## config.mk

```make
export PLATFORM = sky130hd
export DESIGN_NAME = dtq_front_flat
export DESIGN_NICKNAME = d
export VERILOG_FILES = /design/src/hdl/assert_macros.svh /design/src/hdl/dtq_pkg.sv /design/src/hdl/dtq_req_if.sv /design/src/hdl/dtq_front.sv /design/src/flat_wrapper.sv
export SDC_FILE = /design/constraint.sdc
export NUM_CORES = 1
export LEC_CHECK = 0
export BUFFER_PORTS_ARGS = -buffer_cell sky130_fd_sc_hd__buf_2
export CAP_MARGIN = 20
export CORE_ASPECT_RATIO = 0.7
export CORE_UTILIZATION = 52
export DETAILED_ROUTE_END_ITERATION = 8
export HOLD_SLACK_MARGIN = 0.03
export PLACE_DENSITY = 0.79
export SKIP_LAST_GASP = 1
export SLEW_MARGIN = 10
export SYNTH_ARGS = -nofsm -noshare
export SYNTH_HDL_FRONTEND = slang
export SYNTH_SLANG_ARGS = --single-unit
export TNS_END_PERCENT = 5
```

## constraint.sdc

```tcl
create_clock -name clk -period 3.6 [get_ports clk]
set_input_delay 0 -clock clk [delete_from_list [all_inputs] [get_ports clk]]
set_output_delay 0 -clock clk [all_outputs]
set_load 0.05 [all_outputs]
```

## src/hdl/assert_macros.svh

```systemverilog
// Assertion helpers used by the RTL top level
`ifndef ASSERT_MACROS_SVH
`define ASSERT_MACROS_SVH

// Same-cycle implication, disabled during reset
`define DTQ_ASSERT_IMP(lbl, clk_s, rst_s, ante, cons) \
    lbl: assert property (@(posedge clk_s) disable iff (!rst_s) (ante) |-> (cons)) \
        else $error("dtq assertion failed");

// Next-cycle implication, disabled during reset
`define DTQ_ASSERT_NXT(lbl, clk_s, rst_s, ante, cons) \
    lbl: assert property (@(posedge clk_s) disable iff (!rst_s) (ante) |=> (cons)) \
        else $error("dtq assertion failed");

`endif

```

## src/hdl/dtq_pkg.sv

```systemverilog
// ----------------------------------------------------------------------------
// dtq_pkg
// Shared types and codes of the deadline timer queue.
// ----------------------------------------------------------------------------
`default_nettype none
package dtq_pkg;
    localparam int CAPACITY_DEF = 16;
    localparam logic [15:0] MAX_WAIT_RESET = 16'd1000;

    // request mode codes
    localparam logic [1:0] MODE_ADD    = 2'd0;
    localparam logic [1:0] MODE_TICK   = 2'd1;
    localparam logic [1:0] MODE_CANCEL = 2'd2;
    localparam logic [1:0] MODE_NOP    = 2'd3;

    // result kind codes
    localparam logic [2:0] KIND_ADDED  = 3'd0;
    localparam logic [2:0] KIND_FULL   = 3'd1;
    localparam logic [2:0] KIND_FIRED  = 3'd2;
    localparam logic [2:0] KIND_CANCEL = 3'd3;
    localparam logic [2:0] KIND_TICK   = 3'd4;

    typedef enum logic [1:0] {OP_ADD, OP_TICK, OP_CANCEL, OP_NOP} op_t;

    typedef struct packed {
        op_t         op;
        logic [31:0] timer_delay;
        logic [15:0] target_handle;
    } cmd_t;
endpackage
`default_nettype wire

```

## src/hdl/dtq_req_if.sv

```systemverilog
// ----------------------------------------------------------------------------
// dtq_req_if
// Request channel: one beat per timer command.
// ----------------------------------------------------------------------------
`default_nettype none
interface dtq_req_if;
    logic        valid;
    logic        ready;
    logic [1:0]  mode;
    logic [31:0] timer_delay;
    logic [15:0] target_handle;

    modport source (output valid, mode, timer_delay, target_handle, input ready);
    modport sink   (input valid, mode, timer_delay, target_handle, output ready);
endinterface
`default_nettype wire

```

## src/hdl/dtq_front.sv

```systemverilog
// ----------------------------------------------------------------------------
// dtq_front
// Accepts request beats, decodes the mode and buffers commands in a
// two-entry queue toward the back end.
// ----------------------------------------------------------------------------
`default_nettype none
module dtq_front (
    input  wire logic       clk,
    input  wire logic       rst_n,
    dtq_req_if.sink         req,
    output dtq_pkg::cmd_t   cmd,
    output logic            cmd_valid,
    input  wire logic       cmd_ready
);
    import dtq_pkg::*;

    cmd_t       q_reg [2];
    logic       wr_ptr_reg;
    logic       rd_ptr_reg;
    logic [1:0] cnt_reg;
    cmd_t       dec;
    logic       push;
    logic       pop;

    // mode decode
    always_comb
    begin
        dec.timer_delay   = req.timer_delay;
        dec.target_handle = req.target_handle;
        case (req.mode)
            MODE_ADD:    dec.op = OP_ADD;
            MODE_TICK:   dec.op = OP_TICK;
            MODE_CANCEL: dec.op = OP_CANCEL;
            default:     dec.op = OP_NOP;
        endcase
    end

    assign req.ready = (cnt_reg != 2'd2);
    assign push      = req.valid && req.ready;
    assign cmd_valid = (cnt_reg != 2'd0);
    assign pop       = cmd_valid && cmd_ready;
    assign cmd       = q_reg[rd_ptr_reg];

    // queue pointers
    always_ff @(posedge clk or negedge rst_n)
    begin
        if (!rst_n)
        begin
            wr_ptr_reg <= 1'b0;
            rd_ptr_reg <= 1'b0;
            cnt_reg    <= 2'd0;
        end
        else
        begin
            if (push)
                wr_ptr_reg <= ~wr_ptr_reg;
            if (pop)
                rd_ptr_reg <= ~rd_ptr_reg;
            cnt_reg <= cnt_reg + {1'b0, push} - {1'b0, pop};
        end
    end

    // queue storage
    always_ff @(posedge clk)
    begin
        if (push)
            q_reg[wr_ptr_reg] <= dec;
    end
endmodule
`default_nettype wire

```

## src/flat_wrapper.sv

```systemverilog
// flat-port wrapper written by rule: the top's interface ports become plain ports
module dtq_front_flat import dtq_pkg::*;
  (clk, rst_n, cmd, cmd_valid, cmd_ready, req_valid, req_mode, req_timer_delay, req_target_handle, req_ready);
  dtq_req_if req_i ();
  input  wire logic clk;
  input  wire logic rst_n;
  output dtq_pkg::cmd_t cmd;
  output logic cmd_valid;
  input  wire logic cmd_ready;
  input wire logic [$bits(req_i.valid)-1:0] req_valid;
  input wire logic [$bits(req_i.mode)-1:0] req_mode;
  input wire logic [$bits(req_i.timer_delay)-1:0] req_timer_delay;
  input wire logic [$bits(req_i.target_handle)-1:0] req_target_handle;
  output wire logic [$bits(req_i.ready)-1:0] req_ready;
  assign req_i.valid = req_valid;
  assign req_i.mode = req_mode;
  assign req_i.timer_delay = req_timer_delay;
  assign req_i.target_handle = req_target_handle;
  assign req_ready = req_i.ready;
  dtq_front u_core (.clk(clk), .rst_n(rst_n), .req(req_i), .cmd(cmd), .cmd_valid(cmd_valid), .cmd_ready(cmd_ready));
endmodule
```

==> impl_metrics.toml <==
[outcome]
status = "finished, final reports clean"

[synthesis]
synth_area_leaders = "edfxtp_1 74%, mux2_4 18%, buf_12 2.5%, dfrtp_1 2.5%, xnor2_1 0.64%"
synth_nets = 233
synth-async-reset-ratio_pct = 3.85
yosys.area.top_type = "edfxtp_1"
syn_inst = 177
yosys_warnings = 0
syn_area_sq_mm = 0.00408
synthTopCellsByCount = "100 x edfxtp_1, 49 x mux2_4, 5 x buf_12, 4 x dfrtp_1"
synth_mux_area_share_pct = 18.3
synth-xor-area-share_pct = 0.860
synth_compound_area_share_pct = 0
synth-edff-count = 100
synth_cell_types = 17
ys_seq_area_share_pct = 76.1
synth_most_common_cell = "edfxtp_1"
synthFlopType = "edfxtp_1"
yosys.area_share.simple_pct = 0.860
ys_ff_latch = 104
syn_area_per_cell_sq_um = 23.0
synth_top_family_by_area = "multiplexers"
synth_top_area_share_pct = 73.7
synth_fa_ha_area_share_pct = 0.614

[grt]
grt.total_usage_pct = 17.8
grt_pass1_wl_um = 10600
antenna_found_initial = 0
grt.overflow.total = 0
grt_start_max_net_pins = 52
grt_pass1_vias = 2135

[worst_setup_path]
crit_buf_inv = 1
path_delay_family = "flip-flops"
r2r.worst_path.cells = 4
critPathLaunchType = "flip-flop"
cp.required_ps = 3600
path_cells = "mux2_1, buf_2"
criticalPathCategory = "reg2out"
path_max_fanout = 51
arrival_ps = 2090
r2r_slack_ps = 1690
worst-path-stages = 2
critical-path-slowest-cell = "dfrtp_4"
endpoint_kind = "output pin"
critPathMaxStageDelay_ps = 1070

[timing]
finalHoldViolations = 0
period_needed_ps = 2090
rsz0062_at_grt = "false"
fin_setup_tns_ps = 0
maxSlewViolCount = 0
setup_viol = 0
relSlewSlack_pct = 36.0
worst_slew_pin_slew_ps = 961
min_period_over_period_pct = 58.2
max_freq_mhz = 477
skew_ps = 9.18

[hold_path]
hp-class = "in2reg"
min_path_cells = 2

[cts]
cts_resized = 0
clock_sinks = 104
cts_setup_buffers = 0
cts_tree = "yes"
root_buffer = "clkbuf_8"
clkLatencyLatePin_ps = 350
holdBufCountCts = 54
cts_max_path_buffers = 2
path_clk_slew_ps = 90
cts_made_buffers = 9
htreeDepth = 3

[finish]
layout-drive-gt1-share_pct = 50.1
syn_to_final_growth_pct = 31.7
num-nets-final = 398
diodes = 0
largest_reg_flops = 100
final_cell_count_no_fill = 445

[power]
cellLeakagePower_nw = 2.18
p_sw_mw = 1.92
clockPowerShare_pct = 13.5
internal_power_mw = 2.65
pwr-share-comb_pct = 45.2
power.density_mw_per_mm2 = 851
switching_share_pct = 42.0
seqPwrFrac_pct = 41.3
vdd_drop_max_mv = 0.560

[floorplanning]
die_y_um = 76.1
die_x_um = 108
dieArea_sq_mm = 0.00820
initial_core_util_pct = 54.7
coreArea_sq_mm = 0.00745
fp-row-count = 26
io_pins = 106

[route]
drc = 0
viasPerCell = 4.67
dr.pass1.iters = 5
routed_wirelength_um = 6860
ant_nets = 0
wl_per_cell_um = 15.4
drt_iter0_drc = 80
dr_total_vias = 2079

[placement]
dp.cells = 374
dp_hpwl_um = 4150
io_buffers = 105
place.gp.congestion = 0.785

[job]
cap_violations = 0
-- worst register-to-register path, cell delays in order, from the launching register on --
cell and delay [ps]:
dfrtp_1 380, nand2b_1 140, nand2_1 140, nor2_4 560
buf_4 380
-- metrics by stage --
step                worst slack [ps]  hold WS (ps)  util (%)  cell area [sq um]  power, mW
CTS                             1500           347      71.7               5340       4.58
floorplan                       31.3          -296         -               4080       3.64
global route                    1410           346      72.0               5370       4.77
detailed placement              1660          -187      62.2               4630       3.92
global placement                1710          -189      62.2               4630       3.89
finish                          1510           369      72.0               5370       4.57
-- worst paths after layout --
check	start	endpoint
min reg2reg	u_core.cnt_reg[1]$_DFF_PN0_	u_core.cnt_reg[1]$_DFF_PN0_
max reg2reg	u_core.cnt_reg[0]$_DFF_PN0_	u_core.q_reg[0][47]$_DFFE_PP_
max in group asynchronous	rst_n	u_core.rd_ptr_reg$_DFFE_PN0P_
min in group asynchronous	rst_n	u_core.cnt_reg[0]$_DFF_PN0_
min	req_timer_delay[21]	u_core.q_reg[0][37]$_DFFE_PP_
max	u_core.rd_ptr_reg$_DFFE_PN0P_	cmd[47]
-- layout make-up --
| class | instances | area, sq um |
|---|---|---|
| sequential | 104 | 3110 |
| inverter | 3 | 11.3 |
| fill | 480 | 2080 |
| timing repair buffer | 162 | 1110 |
| multi-input combinational | 62 | 851 |
| tap | 98 | 123 |
| clock buffer | 12 | 135 |
| clock inverter | 4 | 31.3 |
-- per-layer routing --
| metal | wire length, um | global-route usage [%] | up-vias |
|---|---|---|---|
| li1 | - | - | 1010 |
| met1 | 2960 | 22.2 | 987 |
| met2 | 3390 | 29.7 | 77 |
| met3 | 473 | 6.59 | 5 |
| met4 | 30 | 4.11 | 0 |
| met5 | 0 | 0 | - |
-- cells in the final DEF, fill, tap and decap left out --
master / synthesis / routed
nor2_4: 0 / 1
dfrtp_1: 4 / 3
mux2_4: 49 / 49
or2_1: 1 / 1
xnor2_1: 3 / 3
inv_1: 3 / 3
clkbuf_1: 2 / 3
buf_4: 0 / 2
dlygate4sd3_1: 0 / 54
and2_4: 1 / 1
nand2_1: 1 / 1
dfrtp_4: 0 / 1
buf_16: 0 / 1
nand2b_1: 1 / 1
clkbuf_8: 0 / 9
clkinvlp_4: 0 / 3
buf_2: 0 / 105
edfxtp_1: 100 / 100
and3_2: 0 / 1
xor2_1: 1 / 1
mux2_1: 1 / 1
ha_1: 2 / 2
inv_6: 0 / 1
-- power groups by stage --
stage	combinational (mW)	clock [mW]	sequential, mW
floorplan	1.89	0	1.75
global placement	1.99	0	1.90
detailed placement	2.00	0	1.93
CTS	2.05	0.634	1.90
global route	2.17	0.680	1.92
finish	2.07	0.616	1.89
-- logic make-up after synthesis --
| kind of cell | count (synthesis) |
|---|---|
| xor gates and xnor gates | 4 |
| DFF | 104 |
| muxes | 50 |
| and+or+nand+nor | 6 |
| buffers and inverters | 11 |
| adders and majority gates | 2 |
No activity file was read; power rests on OpenSTA's default activity.
